File: src/hw/rtl/tun_pkg.sv
// Shared types and widths for the triangle unit normal block.
// No dependencies; imported by every module of the block.
`default_nettype none
package tun_pkg;
  localparam int CoordW = 32;             // coordinate width
  localparam int EdgeW  = CoordW + 1;     // edge vector component
  localparam int ProdW  = 2 * EdgeW;      // one product of edge components
  localparam int CrossW = ProdW + 1;      // cross component magnitude
  localparam int HalfW  = (CrossW + 1) / 2;
  localparam int SumW   = 2 * CrossW + 2; // sum of three squares
  localparam int LenW   = SumW / 2;       // length from the square root
  localparam int RemW   = LenW + 2;
  localparam int QuotW  = 31;             // quotient bits, up to 2^30
  localparam int OutW   = 32;
  localparam logic [OutW-1:0] OneQ30 = OutW'(32'h4000_0000);
  localparam int FifoDepth = 4;
  localparam int FifoAw    = 2;

  // One classified word passed from the front part to the back part.
  typedef struct packed {
    logic [2:0][CrossW-1:0] mag;
    logic [2:0]             neg;
    logic                   degen;
  } cross_word_t;
endpackage
`default_nettype wire

File: src/hw/rtl/tun_fifo.sv
// Short queue of classified words between the front and back parts.
// Depends on tun_pkg.
`default_nettype none
module tun_fifo
  import tun_pkg::*;
(
  input  wire logic        clk,
  input  wire logic        rst_n,
  input  wire logic        wr_valid,
  output logic             wr_ready,
  input  wire cross_word_t wr_word,
  output logic             rd_valid,
  input  wire logic        rd_pop,
  output cross_word_t      rd_word
);
  cross_word_t mem_r [FifoDepth];
  logic [FifoAw-1:0] wp_r, rp_r;
  logic [FifoAw:0]   cnt_r;
  logic do_wr, do_rd;

  assign wr_ready = (cnt_r != (FifoAw+1)'(FifoDepth));
  assign rd_valid = (cnt_r != '0);
  assign rd_word  = mem_r[rp_r];
  assign do_wr    = wr_valid && wr_ready;
  assign do_rd    = rd_pop && rd_valid;

  // Storage writes.
  always_ff @(posedge clk) begin
    if (do_wr) mem_r[wp_r] <= wr_word;
  end

  // Pointers and fill count.
  always_ff @(posedge clk) begin
    if (!rst_n) begin
      wp_r  <= '0;
      rp_r  <= '0;
      cnt_r <= '0;
    end else begin
      if (do_wr) wp_r <= wp_r + 1'b1;
      if (do_rd) rp_r <= rp_r + 1'b1;
      cnt_r <= cnt_r + (FifoAw+1)'(do_wr) - (FifoAw+1)'(do_rd);
    end
  end
endmodule
`default_nettype wire

File: config.mk
export PLATFORM = sky130hd
export DESIGN_NAME = tun_fifo
export DESIGN_NICKNAME = d
export VERILOG_FILES = /design/src/hw/rtl/tun_pkg.sv /design/src/hw/rtl/tun_fifo.sv
export SDC_FILE = /design/constraint.sdc
export NUM_CORES = 1
export LEC_CHECK = 0
export BUFFER_PORTS_ARGS = -buffer_cell sky130_fd_sc_hd__buf_4
export CAP_MARGIN = 20
export CELL_PAD_IN_SITES_DETAIL_PLACEMENT = 1
export CELL_PAD_IN_SITES_GLOBAL_PLACEMENT = 1
export CORE_ASPECT_RATIO = 1.25
export CORE_UTILIZATION = 50
export DETAILED_ROUTE_END_ITERATION = 10
export PLACE_DENSITY_LB_ADDON = 0.1
export REMOVE_ABC_BUFFERS = 1
export SLEW_MARGIN = 20
export SYNTH_ARGS = -nofsm -noshare
export SYNTH_HDL_FRONTEND = slang
export SYNTH_SLANG_ARGS = --single-unit
File: constraint.sdc
create_clock -name clk -period 8 [get_ports clk]
set_input_delay 0.4 -clock clk [delete_from_list [all_inputs] [get_ports clk]]
set_output_delay 0.4 -clock clk [all_outputs]
set_load 0.02 [all_outputs]
==> flow_summary.toml, run 1 <==
[place]
place_congestion = 0.737
hpwl_mm = 39.0
placed_area_um2 = 34000
io_buffer_count = 415
dpl_worst_slack_ns = 4.56

[clock_tree]
clk_path_buf_depth = 3
clock-sinks = 829
cts_inserted_buffers = 80
htree_levels = 3
cts_tree = "yes"
root_buffer = "clkbuf_16"
cts_resized = 0
clkTransAtPathRegs_ns = 0.06
clock_latency_ns = 0.61

[route]
wl_per_cell_um = 25.4
dr.pass1.iters = 5
vias = 14252
ant_nets = 0
drcViolationCount = 0
drt_iter0_drc = 805
viasPerCell = 5.44
routed_wl_mm = 66.5

[yosys]
synth_top_area_share_pct = 81.7
netlist_top_cells_count = "edfxtp_1 (820), mux4_2 (180), mux4_1 (25), buf_2 (22), buf_6 (16)"
synth_area_um2 = 30100
dominantRegCellSynth = "edfxtp_1"
ys_top_cells_by_area = "edfxtp_1 (82%), mux4_2 (13%), mux4_1 (2.2%), dfxtp_1 (0.60%), buf_6 (0.60%)"
synth.distinct_cells = 21
yosys_warnings = 0
yosys.cell_count.top_type = "edfxtp_1"
yosysTopAreaCell = "edfxtp_1"
yosysSeqAreaShare_pct = 82.3
synth-edff-count = 820
synth_cells = 1119
ys_seq_elements = 829
async_flop_share_pct = 0
avgSynthCellArea_um2 = 26.9

[cells_and_area]
area_growth_pct = 28.4
post-route-util_pct = 65.0
regArea_um2 = 24800
stdcell_area_um2 = 38700
num-fill-cells = 4747
multiInputGateArea_um2 = 4990
layout-drive-gt1-share_pct = 39.2
nets = 2004

[die]
start_util_pct = 50.6
die-area_um2 = 61300
core_um2 = 59600
die_w_um = 222
rows = 100
num_io_pins = 416
die_h_um = 277

[global_route]
grt_max_degree = 115
grt_pass1_wl_mm = 99.1
grt_pass1_vias = 15897
globalRouteTotalUtil_pct = 21.9
globalRouteOverflowTotal = 0
antenna_found_initial = 9

[hold_path]
hold_class = "in2reg"

[sta]
setup_viol = 0
finalClockSkew_ns = 0.0219
finalWorstSetupSlack_ns = 4.20
post-route-period-util_pct = 47.5
finalHoldViolCount = 0
worstMarginPinSlew_ns = 1.09
slew_headroom_pct = 27.5
drv_slew = 0
timing.fmax_ghz = 0.263
rsz0062_at_grt = "no"
fin_crit_ns = 3.80

[power]
ir_drop_mv = 0.224
p_per_area_nw_per_um2 = 317
power_uw = 12300
power.leakage_uw = 0.0131

[setup_path]
endpoint_kind = "output port"
crit_required_ns = 7.60
critical_path.max_stage_delay_ns = 0.91
path_max_fanout = 114
critPathLaunchType = "flip-flop"
path_buf_inv = 2
critPathArrivalTime_ns = 3.40
cp_cell_sequence = "buf_12 -> mux4_1 -> buf_4"
critPathSlowestCell = "dfxtp_4"
crit_family = "flip-flops"
crit_type = "reg2out"

[run_status]
status = "complete, no violations"

[job]
max_cap_violations = 0
final timing paths:
check,slack [ns],cells after the start,start,endpoint
setup / recovery,4.20,3,flip-flop,rd_word[132]
hold / removal,0.09,2,rst_n,cnt_r[2]
setup reg to reg,4.72,4,cnt_r[1],mem_r[0][164]
hold reg to reg,0.50,2,wp_r[1],wp_r[1]
cell families (layout without fill, tap and decap cells):
| logic type | count (synthesis) | in the layout | share of synthesized area (%) |
|---|---|---|---|
| compound gates | 3 | 3 | 0.0830 |
| other cells | 0 | 2 | 0 |
| simple gates | 17 | 17 | 0.303 |
| mux | 207 | 207 | 15.7 |
| flops | 829 | 829 | 82.3 |
| xor+xnor | 4 | 4 | 0.116 |
| buf+inv | 52 | 787 | 1.21 |
| fa+ha+maj | 7 | 7 | 0.315 |
timing repair:
action                                  in CTS  in global routing
buffers inserted                             0                  0
endpoints found under the setup margin       0                  0
endpoints found under the hold margin      820                  0
hold buffers                               205                  0
registers in the layout, summed over array words and instances, names as in the netlist, named ones only:
register	count
wp_r	2
mem_r	820
cnt_r	3
rp_r	2
report_power, final:
part	switching [uW]	internal (uW)	total (uW)	leakage, uW
Sequential	172	5260	5440	0.00759
Clock	1550	2160	3710	0.00127
Combinational	1700	1430	3130	0.00424
Total	3430	8850	12300	0.0131
cells in the final DEF, fill, tap and decap left out:
cell type      instances
or3_1                  1
dlygate4sd3_1        205
buf_4                424
buf_12                 4
mux4_1                25
xnor2_1                4
nand2_1                5
and2_1                 3
dfxtp_4                2
nor2b_1                3
clkbuf_1              14
dfxtp_1                7
o311ai_0               1
o31a_1                 1
diode_2                2
clkinvlp_4             1
and2_4                 4
clkinv_4               2
inv_6                  2
clkbuf_16             85
nor2_1                 1
inv_1                  5
ha_1                   6
mux2i_1                2
fa_1                   1
bufinv_16              7
edfxtp_1             820
a21boi_1               1
mux4_2               180
clkinv_1              23
clkinv_2              14
buf_6                  1
final cells by class:
type	count	area share [%]
multi-input cells	238	12.9
clock buffers	99	5.63
inverters	5	0.0485
repair buffers	634	13.8
flip-flops and latches	829	64.1
well taps	765	2.47
diodes	2	0.0129
clock inverters	49	1.06
per-layer routing:
layer  up-vias  wire length [um]  GRT usage [%]
li1       6222                 -              -
met1      7559             25900           26.9
met2       360             35000           38.2
met3        95              4090           5.69
met4        16              1440           6.86
met5         -               100              0
through the flow:
| stage | instances | TNS [ns] | hold WS, ns |
|---|---|---|---|
| 6_report | 2621 | 0 | 0.0943 |
| 5_1_grt | 2620 | 0 | 0.0992 |
| 4_1_cts | 2619 | 0 | 0.0675 |
| 3_5_place_dp | 2266 | 0 | 0.495 |
| 3_3_place_gp | 2266 | 0 | 0.483 |
| 2_1_floorplan | 1072 | -302.30 | 0.468 |
(Power assumes the default switching activity.)
==> run 2, diff against run 1 <==
ABC_AREA = 1   (was unset)
CORE_UTILIZATION = 48   (was 50)
clock period = 3.6 ns   (was 8 ns; I/O delays follow)
==> run 2 against run 1 <==
  * First-iteration DRC count grew 51%
  * Via count grew 39%
  * Hold slack gained 0.21 ns
  * Combinational power grew 150%
  * Cell count grew 36%
  * Clock-buffer cell count grew 6
  * Sequential cell count is the same
  * Core utilization shrank 3.0 points
  * Largest cell class unchanged
==> flow_summary.toml, run 2 <==
[place]
hpwl_mm = 45.5
dpl_worst_slack_ns = 1.03
io_buffer_count = 415
place_congestion = 0.757

[setup_path]
critPathLaunchType = "flip-flop"
crit_type = "reg2out"
rr_worst_depth = 10
critPathArrivalTime_ns = 3.02
path_max_fanout = 208
endpoint_kind = "output port"
crit_required_ns = 3.42

[yosys]
yosys_warnings = 0
yosys.cell_count.top_type = "edfxtp_1"
synth_area_um2 = 30800
ys_seq_elements = 829
synth-edff-count = 820
synth_top_area_share_pct = 80.0
synth.distinct_cells = 20
yosysSeqAreaShare_pct = 80.6
yosysTopAreaCell = "edfxtp_1"
async_flop_share_pct = 0
avgSynthCellArea_um2 = 15.0
dominantRegCellSynth = "edfxtp_1"
netlist_top_cells_count = "edfxtp_1 (820), nor2_1 (422), o21ai_0 (216), o22ai_1 (205), o21ai_1 (195)"
ys_top_cells_by_area = "edfxtp_1 (80%), nor2_1 (5.1%), o22ai_1 (4.2%), o21ai_0 (3.5%), o21ai_1 (3.2%)"
synth_cells = 2047

[sta]
fin_crit_ns = 3.20
slew_headroom_pct = 23.5
finalClockSkew_ns = 0.0169
rsz0062_at_grt = "no"
setup_viol = 0
post-route-period-util_pct = 88.9
finalHoldViolCount = 0
drv_slew = 0
finalWorstSetupSlack_ns = 0.398
worstMarginPinSlew_ns = 1.15
timing.fmax_ghz = 0.312
hold_ws_ns = 0.307

[global_route]
globalRouteOverflowTotal = 0
antenna_found_initial = 11
grt_pass1_vias = 21182
grt_pass1_wl_mm = 125
globalRouteTotalUtil_pct = 25.1
grt_max_degree = 209

[clock_tree]
clock-sinks = 829
cts_resized = 0
cts_tree = "yes"
root_buffer = "clkbuf_16"
htree_levels = 3
clock_latency_ns = 0.61
clkTransAtPathRegs_ns = 0.07
cts_inserted_buffers = 79
clk_path_buf_depth = 3

[die]
die_w_um = 228
start_util_pct = 48.6
die-area_um2 = 65100
die_h_um = 285
num_io_pins = 416
core_um2 = 63300
rows = 103

[run_status]
status = "complete, no violations"

[hold_path]
whs_path_depth = 2
hold_class = "in2reg"

[cells_and_area]
largest_register = "mem_r"
final_common_cell = "edfxtp_1"
area_growth_pct = 27.5
reg_top3 = "mem_r x820, cnt_r x3"
nets = 2857
post-route-util_pct = 62.0
largest_reg_flops = 820
mostFrequentLayoutCells = "edfxtp_1 (820), buf_4 (422), nor2_1 (418), o21ai_0 (216), dlygate4sd3_1 (208)"
layout-drive-gt1-share_pct = 20.4

[route]
dr.pass1.iters = 5
viasPerCell = 5.57
routed_wl_mm = 82.8
drt_iter0_drc = 1217
ant_nets = 0
wl_per_cell_um = 23.3
drcViolationCount = 0
vias = 19797

[power]
power.leakage_uw = 0.0137
power_uw = 27800
p_per_area_nw_per_um2 = 710
ir_drop_mv = 0.655

[job]
max_cap_violations = 0
-- run 2: cell types whose count changed after synthesis, sizes merged, moves of 3 or more --
cell	change
o22ai	+205
xnor2	-4
buf	+39
nand3	+3
mux4	-205
o21ai	+411
clkbuf	+49
inv	+10
nand2	+8
nor2	+421
nor2b	-3
and2	-7
a21oi	+4
-- run 2: power by group --
part           leakage, uW  total, uW  internal [uW]  switching (uW)
registers          0.00758      12000          11700             291
clock network      0.00123       8100           4650            3450
logic              0.00489       7700           2570            5120
-- run 2: logic make-up after synthesis --
kind of cell | share of synthesized area, %
buf+inv | 2.78
simple gates | 5.35
flops | 80.6
fa+ha+maj | 0.309
compound gates | 11.0
-- run 2: repair_timing --
item,in CTS,in global routing
setup buffers,0,0
hold buffers,208,0
hold endpoints to repair,829,0
-- run 2: final cells by class --
type / instances / area, um2
antenna: 9 / 22.5
clock buffer: 105 / 2200
clock inverter: 39 / 309
fill: 5922 / 24000
inverter: 16 / 77.6
multi-input combinational: 1067 / 5150
sequential: 829 / 24800
tap: 840 / 1050
timing repair buffer: 648 / 5610
-- run 2: final timing paths --
path / from / slack, ns / to
worst max-delay path: flip-flop / 0.40 / rd_word[83]
worst min-delay path: wr_word[121] / 0.31 / mem_r[0][121]
worst max register to register: cnt_r[1] / 1.22 / cnt_r[2]
worst min register to register: rp_r[0] / 0.50 / rp_r[0]
-- run 2: layer usage --
metal  part of all wire (%)  track usage [%]
met5                  0.064                0
met4                    3.1             8.94
met3                    5.5             5.21
met2                     52             43.8
met1                     39             31.0
-- run 2: metrics by stage --
stage	std cells	area (um2)	TNS, ns
floorplan	1912	30000	-7114.43
global placement	3192	34600	0
detailed placement	3192	34600	0
CTS	3544	39200	0
global route	3551	39200	0
finish	3553	39200	0
-- run 2: worst max-delay path: stages (launching register included) --
cell     delay (ns)
dfxtp_4        0.68
buf_12         0.51
o21ai_0        0.29
o22ai_1        0.30
buf_4          0.20
==> run 3, diff against run 2 <==
ABC_CLOCK_PERIOD_IN_PS = 3300   (was unset)
clock period = 3.3 ns   (was 3.6 ns; I/O delays follow)
==> run 3 against run 2 <==
  * First-iteration DRC count decreased by 5.1%
  * Design area is 0.91% higher
  * Die area unchanged
  * Critical path type unchanged
  * Setup slack lost 0.079 ns
  * Cell count grew 0.68%
  * Hold slack lost 0.022 ns
  * Critical endpoint is now rd_word[203]
  * Largest power group unchanged
  * Core utilization rose by 0.56 points
  * Global-route usage increased by 0.25 points
  * Clock power is 12% higher
  * Sequential share of layout area decreased by 0.57 points
==> flow_summary.toml, run 3 (synthesized netlist as in run 2, its figures left out) <==
[place]
place_congestion = 0.758
io_buffer_count = 415
dpl_worst_slack_ns = 0.837
hpwl_mm = 48.3

[setup_path]
path_max_fanout = 126
crit_required_ns = 3.13
critPathSlowestCell = "dfxtp_4"
cp_common_cell = "buf_4"
critPathLaunchType = "flip-flop"
critPathArrivalTime_ns = 2.82
critical_path.max_stage_delay_ns = 0.60
crit_type = "reg2out"
endpoint_kind = "output port"
cp_cell_sequence = "clkinv_8 -> buf_4 -> o21ai_0 -> o22ai_1 -> buf_4"

[sta]
timing.fmax_ghz = 0.335
rsz0062_at_grt = "no"
hold_ws_ns = 0.284
setup_tns_ns = 0
post-route-period-util_pct = 90.3
slew_headroom_pct = 31.7
finalWorstSetupSlack_ns = 0.319
finalClockSkew_ns = 0.0169
finalHoldViolCount = 0
drv_slew = 0
worstMarginPinSlew_ns = 1.02
fin_crit_ns = 2.98
setup_viol = 0

[global_route]
globalRouteOverflowTotal = 0
grt_max_degree = 183
grtUsageMet1_pct = 30.4
met3_usage_pct = 5.12
gr-max-usage-layer = "met2"
antenna_found_initial = 11
grt_pass1_vias = 21216
use_met2_pct = 44.4
globalRouteTotalUtil_pct = 25.4
grt_pass1_wl_mm = 125

[power]
power.leakage_uw = 0.0139
ir_drop_mv = 0.672
swShare_pct = 31.9
p_sw_uw = 9800
p_per_area_nw_per_um2 = 776
power_frac_seq_pct = 42.7
p_int_uw = 20900
p_clk_share_pct = 29.6
comb_power_share_pct = 27.7

[die]
die_w_um = 228
core_um2 = 63300
start_util_pct = 48.6
rows = 103
num_io_pins = 416
die_h_um = 285
die-area_um2 = 65100

[route]
viasPerCell = 5.55
drcViolationCount = 0
dr.pass1.iters = 5
ant_nets = 0
wl_per_cell_um = 23.3
vias = 19861
routed_wl_mm = 83.5
drt_iter0_drc = 1155

[clock_tree]
cts_inserted_buffers = 81
cts_tree = "yes"
clock-sinks = 829
clock_latency_ns = 0.63
clk_path_buf_depth = 3
htree_levels = 3
root_buffer = "clkbuf_16"
cts_resized = 0
clkTransAtPathRegs_ns = 0.06

[cells_and_area]
post-route-util_pct = 62.6
final_common_cell = "edfxtp_1"
nets = 2880
largest_reg_flops = 820
reg_top3 = "mem_r x820, cnt_r x3"
layout-drive-gt1-share_pct = 21.5
largest_register = "mem_r"
area_growth_pct = 28.6
mostFrequentLayoutCells = "edfxtp_1 (820), buf_4 (433), nor2_1 (418), o21ai_0 (216), dlygate4sd3_1 (208)"

[hold_path]
hold_class = "in2reg"

[job]
max_cap_violations = 0

[run_status]
status = "complete, no violations"
## run 3: metal layers
| layer | up-vias | share of wire, % |
|---|---|---|
| met5 | - | 0.032 |
| met4 | 4 | 3.5 |
| met3 | 157 | 5.5 |
| met2 | 559 | 52 |
| met1 | 10124 | 39 |
| li1 | 9017 | - |
## run 3: cell type report
class | instances | area [um2]
Clock inverter | 45 | 438
Antenna cell | 11 | 27.5
Timing Repair Buffer | 669 | 5890
Clock buffer | 100 | 2140
Sequential cell | 829 | 24800
Multi-Input combinational cell | 1067 | 5150
Fill cell | 5890 | 23700
Inverter | 16 | 77.6
Tap cell | 840 | 1050
## run 3: worst max-delay path: cells and delay by family (launching register included)
family	cells	cell delay, ns
flops	1	0.60
buf+inv	3	1.16
compound gates	2	0.36
## run 3: timing repair
| item | 4_1_cts | 5_1_grt |
|---|---|---|
| hold endpoints to repair | 829 | 0 |
| hold buffers | 208 | 0 |
| buffers inserted | 0 | 0 |
## run 3: stage by stage
stage	power [uW]	area, um2	std cells
3_3_place_gp	21300	34900	3213
5_1_grt	31900	39600	3575
4_1_cts	31000	39600	3566
2_1_floorplan	17800	30000	1912
3_5_place_dp	21600	34900	3213
6_report	30700	39600	3577
## run 3: final timing paths
kind | slack, ns | from | end | cells past startpoint
max | 0.32 | flip-flop | rd_word[203] | 5
min | 0.28 | wr_word[9] | mem_r[1][9] | 2
max reg2reg | 0.84 | cnt_r[1] | cnt_r[2] | 10
min reg2reg | 0.49 | rp_r[0] | rp_r[0] | 2
## run 3: power groups by stage
stage                     Sequential, uW  Combinational (uW)  Clock [uW]
after floorplan                    13800                4000           0
after global placement             13300                8070           0
after detailed placement           13300                8290           0
after CTS                          13100                8560        9270
after global routing               13200                9040        9630
final                              13100                8500        9100
